## src/hdl/svf_lp_pkg.sv

```systemverilog
// ============================================================================
// svf_lp_pkg: shared definitions for the saturating lowpass state-variable filter
// Formats, constants, microcode word layout and the microcode program.
// ============================================================================
package svf_lp_pkg;

    // Fixed formats of the datapath.
    localparam int SAMPLE_BITS    = 24;
    localparam int COEF_FRAC_BITS = 24;
    localparam int COEF_BITS      = COEF_FRAC_BITS + 1;
    localparam int STATE_BITS     = 32;
    localparam int INT_FRAC       = 24;
    localparam int BAND_BITS      = INT_FRAC + 2;
    localparam int X_SHIFT        = INT_FRAC - (SAMPLE_BITS - 1);
    localparam int X_BITS         = SAMPLE_BITS + X_SHIFT;
    localparam int V3_BITS        = STATE_BITS + 1;
    localparam int ACC_W          = 40;
    localparam int WIDE_W         = ACC_W + 2;

    // Shared multiplier and limiter divider.
    localparam int MUL_A_W       = 32;
    localparam int MUL_B_W       = 30;
    localparam int PROD_W        = MUL_A_W + MUL_B_W;
    localparam int LIM_MAG_BITS  = INT_FRAC + 2;
    localparam int X2_BITS       = INT_FRAC + 4;
    localparam int T_BITS        = INT_FRAC + 6;
    localparam int DEN_BITS      = INT_FRAC + 7;
    localparam int DIVIDEND_BITS = INT_FRAC + 32;
    localparam int QUO_BITS      = INT_FRAC + 1;
    localparam int CNT_BITS      = $clog2(QUO_BITS);
    localparam logic [CNT_BITS-1:0] DIV_LAST = CNT_BITS'(QUO_BITS - 1);

    // Configuration register map.
    localparam int CFG_ADDR_BITS = 2;
    localparam logic [CFG_ADDR_BITS-1:0] REG_COEF_A1 = 2'd0;
    localparam logic [CFG_ADDR_BITS-1:0] REG_COEF_A2 = 2'd1;
    localparam logic [CFG_ADDR_BITS-1:0] REG_COEF_A3 = 2'd2;
    localparam logic [COEF_BITS-1:0] A1_RESET = COEF_BITS'(6743099);
    localparam logic [COEF_BITS-1:0] A2_RESET = COEF_BITS'(3893153);
    localparam logic [COEF_BITS-1:0] A3_RESET = COEF_BITS'(2247643);

    // Arithmetic constants.
    localparam logic [PROD_W-1:0] ROUND_HALF = PROD_W'(64'd1 << (COEF_FRAC_BITS - 1));
    localparam longint unsigned K27 = 27 * (64'd1 << INT_FRAC);
    localparam logic signed [WIDE_W-1:0] LIM_POS = WIDE_W'(3 * (64'sd1 <<< INT_FRAC));
    localparam logic signed [WIDE_W-1:0] LIM_NEG = -LIM_POS;
    localparam logic signed [BAND_BITS-1:0] BAND_ONE = BAND_BITS'(64'sd1 <<< INT_FRAC);
    localparam logic signed [BAND_BITS-1:0] BAND_MINUS_ONE = -BAND_ONE;
    localparam logic signed [WIDE_W-1:0] LOW_MAX =
        {{(WIDE_W - STATE_BITS + 1){1'b0}}, {(STATE_BITS - 1){1'b1}}};
    localparam logic signed [WIDE_W-1:0] LOW_MIN =
        {{(WIDE_W - STATE_BITS + 1){1'b1}}, {(STATE_BITS - 1){1'b0}}};
    localparam logic signed [ACC_W-1:0] OUT_MAX_ACC =
        {{(ACC_W - SAMPLE_BITS + 1){1'b0}}, {(SAMPLE_BITS - 1){1'b1}}};
    localparam logic signed [ACC_W-1:0] OUT_MIN_ACC =
        {{(ACC_W - SAMPLE_BITS + 1){1'b1}}, {(SAMPLE_BITS - 1){1'b0}}};
    localparam logic [SAMPLE_BITS-1:0] OUT_MAX_CODE = {1'b0, {(SAMPLE_BITS - 1){1'b1}}};
    localparam logic [SAMPLE_BITS-1:0] OUT_MIN_CODE = {1'b1, {(SAMPLE_BITS - 1){1'b0}}};

    // Microcode word fields.
    typedef enum logic [2:0] {
        MUL_NONE,
        MUL_BAND_A1,
        MUL_V3_A2,
        MUL_BAND_A2,
        MUL_V3_A3,
        MUL_M_M,
        MUL_M_T
    } mul_sel_t;

    typedef enum logic [1:0] {
        ACC_HOLD,
        ACC_ZERO,
        ACC_ADD,
        ACC_LOW_ADD
    } acc_op_t;

    typedef enum logic [3:0] {
        OP_NONE,
        OP_V3,
        OP_SAVE_LIM,
        OP_STATE_OUT,
        OP_LIM_CHECK,
        OP_SQUARE,
        OP_DEN,
        OP_DIV_INIT,
        OP_DIV_STEP,
        OP_BAND_WRITE
    } dp_op_t;

    typedef enum logic [2:0] {
        SEQ_NEXT,
        SEQ_WAIT_IN,
        SEQ_WAIT_OUT,
        SEQ_IF_SAT,
        SEQ_LOOP,
        SEQ_JUMP
    } seq_t;

    localparam int STEP_BITS = 4;
    typedef logic [STEP_BITS-1:0] step_t;

    typedef struct packed {
        mul_sel_t mul_sel;
        acc_op_t  acc_op;
        dp_op_t   dp_op;
        seq_t     seq;
        step_t    target;
    } uword_t;

    // Program addresses.
    localparam step_t STEP_WAIT     = 4'd0;
    localparam step_t STEP_V3       = 4'd1;
    localparam step_t STEP_MUL_B1   = 4'd2;
    localparam step_t STEP_MUL_V2   = 4'd3;
    localparam step_t STEP_MUL_B2   = 4'd4;
    localparam step_t STEP_MUL_V3   = 4'd5;
    localparam step_t STEP_ACC_V2   = 4'd6;
    localparam step_t STEP_STATE    = 4'd7;
    localparam step_t STEP_LIM      = 4'd8;
    localparam step_t STEP_SQ_MUL   = 4'd9;
    localparam step_t STEP_SQ       = 4'd10;
    localparam step_t STEP_NUM      = 4'd11;
    localparam step_t STEP_DIV_INIT = 4'd12;
    localparam step_t STEP_DIV      = 4'd13;
    localparam step_t STEP_BAND     = 4'd14;

    // Microcode program. Products are registered in the product register, so
    // each product is accumulated in the step after the one that starts it.
    function automatic uword_t ucode_rom(input step_t step);
        uword_t w;
        w = '{mul_sel: MUL_NONE, acc_op: ACC_HOLD, dp_op: OP_NONE,
              seq: SEQ_NEXT, target: STEP_WAIT};
        unique case (step)
            STEP_WAIT: begin
                w.seq = SEQ_WAIT_IN;
            end
            STEP_V3: begin
                w.dp_op  = OP_V3;
                w.acc_op = ACC_ZERO;
            end
            STEP_MUL_B1: begin
                w.mul_sel = MUL_BAND_A1;
            end
            STEP_MUL_V2: begin
                w.mul_sel = MUL_V3_A2;
                w.acc_op  = ACC_ADD;
            end
            STEP_MUL_B2: begin
                w.mul_sel = MUL_BAND_A2;
                w.acc_op  = ACC_ADD;
            end
            STEP_MUL_V3: begin
                w.mul_sel = MUL_V3_A3;
                w.acc_op  = ACC_LOW_ADD;
                w.dp_op   = OP_SAVE_LIM;
            end
            STEP_ACC_V2: begin
                w.acc_op = ACC_ADD;
            end
            STEP_STATE: begin
                w.dp_op = OP_STATE_OUT;
                w.seq   = SEQ_WAIT_OUT;
            end
            STEP_LIM: begin
                w.dp_op  = OP_LIM_CHECK;
                w.seq    = SEQ_IF_SAT;
                w.target = STEP_WAIT;
            end
            STEP_SQ_MUL: begin
                w.mul_sel = MUL_M_M;
            end
            STEP_SQ: begin
                w.dp_op = OP_SQUARE;
            end
            STEP_NUM: begin
                w.mul_sel = MUL_M_T;
                w.dp_op   = OP_DEN;
            end
            STEP_DIV_INIT: begin
                w.dp_op = OP_DIV_INIT;
            end
            STEP_DIV: begin
                w.dp_op  = OP_DIV_STEP;
                w.seq    = SEQ_LOOP;
                w.target = STEP_DIV;
            end
            STEP_BAND: begin
                w.dp_op  = OP_BAND_WRITE;
                w.seq    = SEQ_JUMP;
                w.target = STEP_WAIT;
            end
            default: begin
                w.seq    = SEQ_JUMP;
                w.target = STEP_WAIT;
            end
        endcase
        return w;
    endfunction

endpackage

```

## src/hdl/saturating_svf_lowpass_unit.sv

```systemverilog
// ============================================================================
// saturating_svf_lowpass_unit: saturating state-variable lowpass filter
// Trapezoidal state-variable filter with a soft-limited band state, run by a
// microcoded sequencer over one shared multiplier and a restoring divider.
// ============================================================================
//
// Usage:
// - Input stream: s_tdata carries one signed sample, s_tuser clears both
//   integrator states before that sample is filtered.
// - Output stream: m_tdata carries the saturated lowpass sample, m_tuser
//   flags that the sample was clipped. One output per input, in order.
// - Coefficients are written through cfg_wr_en/cfg_addr/cfg_wdata while the
//   filter is idle; unknown indexes are ignored.
// - The output register loads at the state-update step, before the limiter.
// - A new sample is taken only back at the first step: after the 25 iterations
//   of the bit-serial divider in the band limiter, or, when the limiter clamps,
//   straight after the limit check, with the divider skipped.
// - s_tready is high only while the program waits at its first step.
// - If the receiver stalls, the program holds at its state-update step
//   until the output register is free; the pending output stays stable.
// - Reset (aresetn low, synchronous) zeroes both states, loads the default
//   coefficients, empties the output register and restarts the program.
//
module saturating_svf_lowpass_unit (
    input  logic                                      aclk,
    input  logic                                      aresetn,
    // Input stream.
    input  logic                                      s_tvalid,
    output logic                                      s_tready,
    input  logic [svf_lp_pkg::SAMPLE_BITS-1:0]        s_tdata,   // [23:0] sample_in
    input  logic                                      s_tuser,   // [0] clear_state
    // Output stream.
    output logic                                      m_tvalid,
    input  logic                                      m_tready,
    output logic [svf_lp_pkg::SAMPLE_BITS-1:0]        m_tdata,   // [23:0] lowpass_out
    output logic                                      m_tuser,   // [0] clipped
    // Coefficient writes.
    input  logic                                      cfg_wr_en,
    input  logic [svf_lp_pkg::CFG_ADDR_BITS-1:0]      cfg_addr,
    input  logic [svf_lp_pkg::COEF_BITS-1:0]          cfg_wdata
);
    import svf_lp_pkg::*;

    // Sequencer and control registers.
    step_t                        step_reg, step_next;
    logic [CNT_BITS-1:0]          cnt_reg, cnt_next;
    logic                         m_tvalid_reg, m_tvalid_next;
    uword_t                       uw;

    // Coefficients and filter state.
    logic [COEF_BITS-1:0]         coef_a1_reg, coef_a1_next;
    logic [COEF_BITS-1:0]         coef_a2_reg, coef_a2_next;
    logic [COEF_BITS-1:0]         coef_a3_reg, coef_a3_next;
    logic signed [BAND_BITS-1:0]  band_reg, band_next;
    logic signed [STATE_BITS-1:0] low_reg, low_next;

    // Datapath registers.
    logic signed [X_BITS-1:0]     x_reg, x_next;
    logic signed [V3_BITS-1:0]    v3_reg, v3_next;
    logic signed [ACC_W-1:0]      acc_reg, acc_next;
    logic [PROD_W-1:0]            prod_reg, prod_next;
    logic                         prod_neg_reg, prod_neg_next;
    logic signed [WIDE_W-1:0]     lim_reg, lim_next;
    logic [LIM_MAG_BITS-1:0]      mag_reg, mag_next;
    logic                         neg_reg, neg_next;
    logic [X2_BITS-1:0]           x2_reg, x2_next;
    logic [DEN_BITS-1:0]          den_reg, den_next;
    logic [DEN_BITS-1:0]          rem_reg, rem_next;
    logic [QUO_BITS-1:0]          quo_reg, quo_next;
    logic [SAMPLE_BITS-1:0]       m_tdata_reg, m_tdata_next;
    logic                         m_tuser_reg, m_tuser_next;

    // Combinational datapath signals.
    logic                         s_fire;
    logic                         out_free;
    logic                         lim_hi, lim_lo, lim_sat;
    logic signed [BAND_BITS-1:0]  band_abs;
    logic signed [V3_BITS-1:0]    v3_abs;
    logic signed [WIDE_W-1:0]     lim_abs;
    logic [MUL_A_W-1:0]           mul_a;
    logic [MUL_B_W-1:0]           mul_b;
    logic                         mul_neg;
    logic [T_BITS-1:0]            t_val;
    logic [PROD_W-1:0]            rnd_sum;
    logic signed [ACC_W-1:0]      rp_pos;
    logic signed [ACC_W-1:0]      rp_val;
    logic signed [WIDE_W-1:0]     low_wide;
    logic signed [ACC_W:0]        y_sum;
    logic signed [ACC_W-1:0]      y_round;
    logic                         clip_hi, clip_lo;
    logic [DIVIDEND_BITS-1:0]     dividend;
    logic [DEN_BITS:0]            trial;
    logic [DEN_BITS:0]            diff;
    logic                         div_ge;

    assign uw       = ucode_rom(step_reg);
    assign s_tready = (step_reg == STEP_WAIT);
    assign s_fire   = s_tvalid && s_tready;
    assign out_free = !m_tvalid_reg || m_tready;

    assign m_tvalid = m_tvalid_reg;
    assign m_tdata  = m_tdata_reg;
    assign m_tuser  = m_tuser_reg;

    // Limiter range test on the new band value.
    assign lim_hi  = lim_reg > LIM_POS;
    assign lim_lo  = lim_reg < LIM_NEG;
    assign lim_sat = lim_hi || lim_lo;

    // Magnitudes for the unsigned multiplier.
    assign band_abs = band_reg[BAND_BITS-1] ? -band_reg : band_reg;
    assign v3_abs   = v3_reg[V3_BITS-1] ? -v3_reg : v3_reg;
    assign lim_abs  = lim_reg[WIDE_W-1] ? -lim_reg : lim_reg;
    assign t_val    = T_BITS'(K27) + T_BITS'(x2_reg);

    // Operand selection for the shared multiplier.
    always_comb begin
        mul_a   = '0;
        mul_b   = '0;
        mul_neg = 1'b0;
        unique case (uw.mul_sel)
            MUL_BAND_A1: begin
                mul_a   = MUL_A_W'(band_abs[BAND_BITS-1:0]);
                mul_b   = MUL_B_W'(coef_a1_reg);
                mul_neg = band_reg[BAND_BITS-1];
            end
            MUL_V3_A2: begin
                mul_a   = v3_abs[MUL_A_W-1:0];
                mul_b   = MUL_B_W'(coef_a2_reg);
                mul_neg = v3_reg[V3_BITS-1];
            end
            MUL_BAND_A2: begin
                mul_a   = MUL_A_W'(band_abs[BAND_BITS-1:0]);
                mul_b   = MUL_B_W'(coef_a2_reg);
                mul_neg = band_reg[BAND_BITS-1];
            end
            MUL_V3_A3: begin
                mul_a   = v3_abs[MUL_A_W-1:0];
                mul_b   = MUL_B_W'(coef_a3_reg);
                mul_neg = v3_reg[V3_BITS-1];
            end
            MUL_M_M: begin
                mul_a = MUL_A_W'(mag_reg);
                mul_b = MUL_B_W'(mag_reg);
            end
            MUL_M_T: begin
                mul_a = MUL_A_W'(mag_reg);
                mul_b = t_val;
            end
            default: begin
                mul_a   = '0;
                mul_b   = '0;
                mul_neg = 1'b0;
            end
        endcase
    end

    // Coefficient product rounded to nearest, ties away from zero.
    assign rnd_sum = prod_reg + ROUND_HALF;
    assign rp_pos  = $signed(ACC_W'(rnd_sum[PROD_W-1:COEF_FRAC_BITS]));
    assign rp_val  = prod_neg_reg ? -rp_pos : rp_pos;

    // New low state and rounded output from the lowpass value in the accumulator.
    assign low_wide = (WIDE_W'(acc_reg) <<< 1) - WIDE_W'(low_reg);
    assign y_sum    = (ACC_W + 1)'(acc_reg) + (ACC_W + 1)'(1);
    assign y_round  = $signed(y_sum[ACC_W:1]);
    assign clip_hi  = y_round > OUT_MAX_ACC;
    assign clip_lo  = y_round < OUT_MIN_ACC;

    // Limiter division: rounding offset and one restoring step.
    assign dividend = prod_reg[DIVIDEND_BITS-1:0] + DIVIDEND_BITS'(den_reg >> 1);
    assign trial    = {rem_reg, quo_reg[QUO_BITS-1]};
    assign diff     = trial - {1'b0, den_reg};
    assign div_ge   = trial >= {1'b0, den_reg};

    // Sequencer: next program step.
    always_comb begin
        step_next = step_reg;
        unique case (uw.seq)
            SEQ_NEXT:     step_next = step_t'(step_reg + 1'b1);
            SEQ_WAIT_IN:  step_next = s_fire ? step_t'(step_reg + 1'b1) : step_reg;
            SEQ_WAIT_OUT: step_next = out_free ? step_t'(step_reg + 1'b1) : step_reg;
            SEQ_IF_SAT:   step_next = lim_sat ? uw.target : step_t'(step_reg + 1'b1);
            SEQ_LOOP:     step_next = (cnt_reg != '0) ? uw.target : step_t'(step_reg + 1'b1);
            SEQ_JUMP:     step_next = uw.target;
            default:      step_next = STEP_WAIT;
        endcase
    end

    // Datapath: register updates driven by the control word.
    always_comb begin
        cnt_next      = cnt_reg;
        m_tvalid_next = m_tvalid_reg;
        coef_a1_next  = coef_a1_reg;
        coef_a2_next  = coef_a2_reg;
        coef_a3_next  = coef_a3_reg;
        band_next     = band_reg;
        low_next      = low_reg;
        x_next        = x_reg;
        v3_next       = v3_reg;
        acc_next      = acc_reg;
        prod_next     = prod_reg;
        prod_neg_next = prod_neg_reg;
        lim_next      = lim_reg;
        mag_next      = mag_reg;
        neg_next      = neg_reg;
        x2_next       = x2_reg;
        den_next      = den_reg;
        rem_next      = rem_reg;
        quo_next      = quo_reg;
        m_tdata_next  = m_tdata_reg;
        m_tuser_next  = m_tuser_reg;

        // Coefficient writes.
        if (cfg_wr_en) begin
            unique case (cfg_addr)
                REG_COEF_A1: coef_a1_next = cfg_wdata;
                REG_COEF_A2: coef_a2_next = cfg_wdata;
                REG_COEF_A3: coef_a3_next = cfg_wdata;
                default:     coef_a1_next = coef_a1_reg;
            endcase
        end

        // Sample capture, with an optional state clear.
        if (s_fire) begin
            x_next = $signed({s_tdata, {X_SHIFT{1'b0}}});
            if (s_tuser) begin
                band_next = '0;
                low_next  = '0;
            end
        end

        // Output register empties once the transfer completes.
        if (m_tvalid_reg && m_tready) begin
            m_tvalid_next = 1'b0;
        end

        // Shared multiplier.
        if (uw.mul_sel != MUL_NONE) begin
            prod_next     = PROD_W'(mul_a) * PROD_W'(mul_b);
            prod_neg_next = mul_neg;
        end

        // Accumulator.
        case (uw.acc_op)
            ACC_ZERO:    acc_next = '0;
            ACC_ADD:     acc_next = acc_reg + rp_val;
            ACC_LOW_ADD: acc_next = ACC_W'(low_reg) + rp_val;
            default:     acc_next = acc_reg;
        endcase

        // Remaining datapath operations.
        case (uw.dp_op)
            OP_V3: begin
                v3_next = V3_BITS'(x_reg) - V3_BITS'(low_reg);
            end
            OP_SAVE_LIM: begin
                lim_next = (WIDE_W'(acc_reg) <<< 1) - WIDE_W'(band_reg);
            end
            OP_STATE_OUT: begin
                if (out_free) begin
                    if (low_wide > LOW_MAX) begin
                        low_next = $signed(LOW_MAX[STATE_BITS-1:0]);
                    end else if (low_wide < LOW_MIN) begin
                        low_next = $signed(LOW_MIN[STATE_BITS-1:0]);
                    end else begin
                        low_next = $signed(low_wide[STATE_BITS-1:0]);
                    end
                    m_tvalid_next = 1'b1;
                    m_tuser_next  = clip_hi || clip_lo;
                    if (clip_hi) begin
                        m_tdata_next = OUT_MAX_CODE;
                    end else if (clip_lo) begin
                        m_tdata_next = OUT_MIN_CODE;
                    end else begin
                        m_tdata_next = y_round[SAMPLE_BITS-1:0];
                    end
                end
            end
            OP_LIM_CHECK: begin
                if (lim_sat) begin
                    band_next = lim_lo ? BAND_MINUS_ONE : BAND_ONE;
                end
                mag_next = lim_abs[LIM_MAG_BITS-1:0];
                neg_next = lim_reg[WIDE_W-1];
            end
            OP_SQUARE: begin
                x2_next = prod_reg[INT_FRAC+X2_BITS-1:INT_FRAC];
            end
            OP_DEN: begin
                den_next = DEN_BITS'(K27) + (DEN_BITS'(x2_reg) << 3) + DEN_BITS'(x2_reg);
            end
            OP_DIV_INIT: begin
                rem_next = dividend[DIVIDEND_BITS-1:QUO_BITS];
                quo_next = dividend[QUO_BITS-1:0];
                cnt_next = DIV_LAST;
            end
            OP_DIV_STEP: begin
                rem_next = div_ge ? diff[DEN_BITS-1:0] : trial[DEN_BITS-1:0];
                quo_next = {quo_reg[QUO_BITS-2:0], div_ge};
                if (cnt_reg != '0) begin
                    cnt_next = cnt_reg - 1'b1;
                end
            end
            OP_BAND_WRITE: begin
                band_next = neg_reg ? -$signed(BAND_BITS'(quo_reg))
                                    : $signed(BAND_BITS'(quo_reg));
            end
            default: begin
                v3_next = v3_reg;
            end
        endcase
    end

    // Control and state registers.
    always_ff @(posedge aclk) begin
        if (!aresetn) begin
            step_reg     <= STEP_WAIT;
            cnt_reg      <= '0;
            m_tvalid_reg <= 1'b0;
            coef_a1_reg  <= A1_RESET;
            coef_a2_reg  <= A2_RESET;
            coef_a3_reg  <= A3_RESET;
            band_reg     <= '0;
            low_reg      <= '0;
        end else begin
            step_reg     <= step_next;
            cnt_reg      <= cnt_next;
            m_tvalid_reg <= m_tvalid_next;
            coef_a1_reg  <= coef_a1_next;
            coef_a2_reg  <= coef_a2_next;
            coef_a3_reg  <= coef_a3_next;
            band_reg     <= band_next;
            low_reg      <= low_next;
        end
    end

    // Payload registers.
    always_ff @(posedge aclk) begin
        x_reg        <= x_next;
        v3_reg       <= v3_next;
        acc_reg      <= acc_next;
        prod_reg     <= prod_next;
        prod_neg_reg <= prod_neg_next;
        lim_reg      <= lim_next;
        mag_reg      <= mag_next;
        neg_reg      <= neg_next;
        x2_reg       <= x2_next;
        den_reg      <= den_next;
        rem_reg      <= rem_next;
        quo_reg      <= quo_next;
        m_tdata_reg  <= m_tdata_next;
        m_tuser_reg  <= m_tuser_next;
    end

endmodule

```

## config.mk

```make
export PLATFORM = sky130hd
export DESIGN_NAME = saturating_svf_lowpass_unit
export DESIGN_NICKNAME = d
export VERILOG_FILES = /design/src/hdl/svf_lp_pkg.sv /design/src/hdl/saturating_svf_lowpass_unit.sv
export SDC_FILE = /design/constraint.sdc
export NUM_CORES = 2
export LEC_CHECK = 0
export ABC_AREA = 0
export ABC_CLOCK_PERIOD_IN_PS = 11760
export BUFFER_PORTS_ARGS = -buffer_cell sky130_fd_sc_hd__buf_4
export CELL_PAD_IN_SITES_DETAIL_PLACEMENT = 1
export CELL_PAD_IN_SITES_GLOBAL_PLACEMENT = 2
export CORE_ASPECT_RATIO = 2
export CORE_MARGIN = 2
export CORE_UTILIZATION = 42
export CTS_CLUSTER_DIAMETER = 30
export CTS_CLUSTER_SIZE = 40
export DETAILED_ROUTE_END_ITERATION = 12
export GPL_TIMING_DRIVEN = 1
export PLACE_DENSITY = 0.92
export SLEW_MARGIN = 20
export SYNTH_ARGS = -nofsm -noshare
export SYNTH_HDL_FRONTEND = slang
export SYNTH_SLANG_ARGS = --single-unit
```

## constraint.sdc

```tcl
create_clock -name aclk -period 11.76 [get_ports aclk]
set_input_delay 1.176 -clock aclk [delete_from_list [all_inputs] [get_ports aclk]]
set_output_delay 1.176 -clock aclk [all_outputs]
set_load 0.03 [all_outputs]
```

======== Word level (Yosys, flattened, before mapping) ========
Cells that the tools add are included.
word-level totals
  bits in registers ....................... 512
  input port bits ......................... 57
  output and inout bits ................... 27
  logic and storage cells ................. 155
cells by class
  add/subtract/negate cells ............... 19
  multiply operators ...................... 1
  $lt $le $gt $ge ......................... 7
  equal/unequal tests ..................... 42
  mux-type cells .......................... 39
  reductions and logical operators ........ 25
operators with widths
  kind                      number
  $mux W32                  7
  $mux W26                  7
  $pmux W30 S5              1
  $pmux W40 S3              1
  $pmux W32 S3              1
  $add A62 B24 Y62 const B  1
  $mul A32 B30 Y62          1
  $pmux W31 S2              1
  $add A56 B30 Y56          1
  $neg A26 Y26              2
  $pmux W26 S2              1
  $pmux W25 S2              1
  $gt A42 B27 Y1 const B    1
  $gt A42 B32 Y1 const B    1
  $lt A42 B27 Y1 const B    1
  $lt A42 B32 Y1 const B    1
  $sub A41 B26 Y42          1
  $sub A41 B32 Y42          1
  $add A40 B2 Y41 const B   1
  $add A32 B40 Y40          1
  $add A40 B40 Y40          1
  $gt A40 B24 Y1 const B    1
  $lt A40 B24 Y1 const B    1
  $mux W40                  1
  other kinds (46)          96

======== Longest topological paths before layout ========
  word-level depth ........................ 6
  depth in mapped cells ................... 39
  depth with buffers taken out ............ 37

======== Least setup slack after synthesis ========
Ideal clock, no wire load.
  kind .................................... register to register
  start ................................... reg v3_reg[3]
  end ..................................... reg prod_reg[46], data pin
  setup time .............................. 0.263 ns
  arrival time ............................ 9.781 ns
  slack ................................... 1.716 ns
  stages on the path, launching flop included .. 35
  period minus slack after synthesis ...... 10.044 ns
  cells stage by stage .................... edfxtp_1 or3_1 or3b_2 or2_2 or3_1 o21ai_1 xor2_1 nor2_1 a211oi_2 buf_2 nor2_1 fa_1 fa_1 fa_1 inv_1 fa_1 inv_1 fa_1 fa_1 fa_1 inv_1 fa_1 inv_1 ha_1 a21oi_1 o21bai_1 a21o_1 a31o_2 a311o_1 a31oi_1 a2bb2oi_1 nand2b_1 a21o_1 a311oi_1 xnor2_1
between the ends
  longest elaborated chain between the ends .. 4
ends and longest elaborated chain
  what                      RTL line                            text
  start: declaration        saturating_svf_lowpass_unit.sv:59   logic signed [V3_BITS-1:0] v3_reg, v3_next;
  start signal: assignment  saturating_svf_lowpass_unit.sv:341  v3_reg <= v3_next;
  $neg A32 Y32              saturating_svf_lowpass_unit.sv:112  assign v3_abs = v3_reg[V3_BITS-1] ? -v3_reg : v3_reg;
  $mux W32 (*)              saturating_svf_lowpass_unit.sv:112
  $pmux W32 S3 (*)          saturating_svf_lowpass_unit.sv:121  unique case (uw.mul_sel)
  $mul A32 B30 Y62 (*)      saturating_svf_lowpass_unit.sv:240  prod_next = PROD_W'(mul_a) * PROD_W'(mul_b);
  end signal: assignment    saturating_svf_lowpass_unit.sv:343  prod_reg <= prod_next;
  end: declaration          saturating_svf_lowpass_unit.sv:61   logic [PROD_W-1:0] prod_reg, prod_next;
Mark *: on every way between the ends. The rest lies on a longest branch, timed or not.
A chain may end at the register's enable or synchronous reset.

======== Worst setup path in the final report ========
  start ................................... reg band_reg[5]
  end ..................................... reg prod_reg[58], data pin
between the ends
  longest elaborated chain between the ends .. 4
ends and longest elaborated chain
  what                      RTL line                            text
  start: declaration        saturating_svf_lowpass_unit.sv:54   logic signed [BAND_BITS-1:0] band_reg, band_next;
  start signal: assignment  saturating_svf_lowpass_unit.sv:333  band_reg <= band_next;
  $neg A26 Y26              saturating_svf_lowpass_unit.sv:111  assign band_abs = band_reg[BAND_BITS-1] ? -band_reg : band_reg;
  $mux W26 (*)              saturating_svf_lowpass_unit.sv:111
  $pmux W32 S3 (*)          saturating_svf_lowpass_unit.sv:121
  $mul A32 B30 Y62 (*)      saturating_svf_lowpass_unit.sv:240
Marks and branches as above.

==> reports/summary.log <==
INFO  synthesis      postSynthAreaPerCell=8.692um^2
INFO  drt            route.antenna.remaining_nets=0
INFO  setup_path     cp.depth=35
INFO  drt            detail_route.wl_per_cell=28.89um
INFO  placed_design  postPlaceCellArea=71520um^2
INFO  synthesis      synth_flop_cell=sky130_fd_sc_hd__edfxtp_1
INFO  drt            routed_wl=290600um
INFO  clock_network  ctsResizeCount=0
INFO  synthesis      synth.top_cells.by_count=sky130_fd_sc_hd__inv_1 (1121), sky130_fd_sc_hd__nand2_1 (1067), sky130_fd_sc_hd__fa_1 (843)
INFO  power_and_ir_drop vdd_ir_drop_max=0.0001499V
INFO  setup_path     most_common_cell_on_crit_path=sky130_fd_sc_hd__fa_1
INFO  setup_path     cpMaxStageDelayCell=sky130_fd_sc_hd__or4_1
INFO  setup_path     timing.critical_path.to_type=flop
INFO  grt            global_route.overflow_total=0
INFO  floorplan      coreArea=160300um^2
INFO  final_layout   layout.filler_cells=18854
INFO  grt            number_of_global_route_vias_before_repair=66496
INFO  hold_path      timing.hold.worst_path_depth=2
INFO  synthesis      synth_enable_flop_cells=369
INFO  power_and_ir_drop powerDensity=171.9nW/um^2
INFO  setup_path     timing.reg2reg.worst_path_depth=35
INFO  floorplan      dieHeight=571.7um
INFO  floorplan      io_pins=84
INFO  synthesis      synth_warnings=0
INFO  clock_network  clk_pin_slew=0.06ns
INFO  grt            grt_pass1_wl=427600um
INFO  synthesis      synth-async-reset-ratio=0%
INFO  setup_path     worstPathBufferInverterCount=7
INFO  setup_path     timing.critical_path.from_type=flop
INFO  drt            total_via_count_in_the_routed_design=59223
INFO  timing         number_of_slew_limit_violations_in_the_final_report=0
INFO  synthesis      netlist_area=67680um^2
INFO  setup_path     critical_path_peak_fanout=9
INFO  power_and_ir_drop power_leakage=33.45nW
INFO  placed_design  post-place-ws=0.7059ns
INFO  synthesis      ys_seq_elements=512
INFO  grt            grt_antenna_before_repair=8
INFO  drt            drt_iter0_drc=3327
INFO  flow_run       cap_violations=0
INFO  synthesis      synth-seq-area-share=20.60%
INFO  setup_path     timing.critical_path.arrival=11.70ns
INFO  clock_network  clock_tree_root_buffer_cell=sky130_fd_sc_hd__clkbuf_16
INFO  setup_path     crit_path_max_incr_delay=0.62ns
INFO  floorplan      die-area=164600um^2
INFO  drt            post-route-drc-count=0
INFO  placed_design  gp_congestion=0.9961
INFO  clock_network  post-cts-setup-buffer-count=0
INFO  setup_path     worst-endpoint-required=12.25ns
INFO  timing         layout_min_cycle_time=11.20ns
INFO  timing         setup_tns=0ns
INFO  final_layout   finalCoreUtilization=46.88%
INFO  clock_network  cts-buffers-inserted=104
INFO  timing         setup_viol_count_final=0
INFO  clock_network  worst_skew_pair.late_latency=0.78ns
INFO  synthesis      synthesis.instances=7786
INFO  final_layout   area.growth.synth_to_final=11.06%
INFO  clock_network  clock_path_buffers=3
INFO  placed_design  io_buffers=83
INFO  grt            grt_use_total=35.72%
INFO  final_layout   final_nets=9287
INFO  placed_design  post-dp-hpwl=243200um
INFO  drt            vias_per_cell=5.889
INFO  final_layout   layout-drive-gt1-share=7.331%
INFO  timing         achievable-frequency=0.08926GHz
INFO  synthesis      synthMostInstantiatedCell=sky130_fd_sc_hd__inv_1
INFO  final_layout   largest_register_ffs=62
INFO  timing         fin_hold_viols=0
INFO  synthesis      yosys.area.top_type=sky130_fd_sc_hd__fa_1
INFO  clock_network  tritoncts=yes
INFO  clock_network  ctsHoldBuffers=0
INFO  timing         clock_skew=0.08612ns
INFO  timing         tightest_slew=1.274ns
INFO  clock_network  h-tree-depth=3
INFO  setup_path     critical_path_class=reg2reg
INFO  final_layout   finished_layout_cell_area=75160um^2
INFO  synthesis      synth_cell_types=93
INFO  floorplan      die_w=287.8um
INFO  synthesis      synth.top_cells.by_area=sky130_fd_sc_hd__fa_1 (25%), sky130_fd_sc_hd__edfxtp_1 (16%), sky130_fd_sc_hd__ha_1 (9.7%)
INFO  timing         final.setup.worst_slack=0.5563ns
INFO  floorplan      rows=208
INFO  floorplan      initial_utilization=42.22%
INFO  grt            grt_max_degree=72
INFO  timing         final.period_utilization=95.27%
INFO  hold_path      timing.hold.worst.class=reg2reg
INFO  setup_path     worst_path_dominant_cell_family=adder cells
INFO  drt            drt_pass1_iterations=6
INFO  timing         unrepaired_setup_endpoints_after_global_routing=no
INFO  status         run_status=finished clean
INFO  timing         worst_case_headroom_to_the_max_slew_limit=14.49%
INFO  clock_network  clkSinkCount=512
INFO  synthesis      yosys.area.top_type_share=24.94%
-- through the flow --
stage	hold slack [ns]	power [W]	cells
final	0.4609	0.01292	10057
after global routing	0.4795	0.01351	10054
after CTS	0.4609	0.01279	10052
after detailed placement	0.4538	0.009647	9855
after global placement	0.4426	0.009481	9855
after floorplan	0.4244	0.007068	7814
-- cell type report --
class,count,area [um^2],share of cell area (%)
clock buffer,117,2704,3.597
antenna,5,12.51,0.01665
multi-input combinational,5832,48570,64.62
tap,2100,2628,3.496
clock inverter,80,900.9,1.199
inverter,1122,4213,5.605
timing repair buffer,289,2195,2.920
sequential,512,13940,18.55
-- tightest hold or removal path, delay by kind of cell (launching register included) --
kind            cells  cell delay (ns)
flops               1             0.31
simple gates        1             0.05
compound gates      1             0.05
-- cells by family (layout without fill, tap and decap cells) --
kind of cell    after synthesis  in the layout  share of synthesized area (%)
compound gates             1386           1386                          13.23
xor+xnor                    474            474                          6.145
fa+ha+maj                  1369           1369                          34.66
buf+inv                    1470           1608                          8.207
flops                       512            512                          20.60
mux                          22             22                         0.3309
other cells                   2             35                        0.01110
simple gates               2551           2551                          16.82
-- layout by cell type, fill, tap and decap left out, drive strengths merged, types with 39 or more instances in the layout --
master  Yosys  layout
o21a       42      42
and3       49      49
or3        42      42
a21oi     352     352
nor2b      50      50
a211oi     55      55
o21bai     54      54
o21ai     307     307
o31ai      50      50
nand2b     56      56
xor2      178     178
nor2      730     730
clkbuf    321     117
nand3     157     157
nand4      93      93
inv      1122    1148
o211ai     39      39
nand2    1067    1067
ha        526     526
and2       65      65
fa        843     843
edfxtp    369     369
dfxtp     143     143
xnor2     296     296
a31oi      78      78
nor3      102     102
a22oi      67      67
buf        27     289
a21o      160     160
-- power by group --
| group | internal [W] | switching, W |
|---|---|---|
| Sequential | 0.00242 | 0.000515 |
| Combinational | 0.00232 | 0.00459 |
| Clock | 0.00186 | 0.00122 |
| Total | 0.00660 | 0.00632 |
-- metal layers --
metal | GRT usage, % | part of all wire [%]
met5 | 0 | 0.012
met4 | 39.16 | 14
met3 | 5.462 | 4.6
met2 | 64.70 | 52
met1 | 31.87 | 30
-- worst paths after layout --
kind	from	endpoint	slack, ns
min reg2reg	coef_a3_reg[12]	coef_a3_reg[12]	0.46
max reg2reg	band_reg[5]	prod_reg[58]	0.56
max	band_reg[5]	prod_reg[58]	0.56
min	coef_a3_reg[12]	coef_a3_reg[12]	0.46
Power figures use the tool's default switching activity.
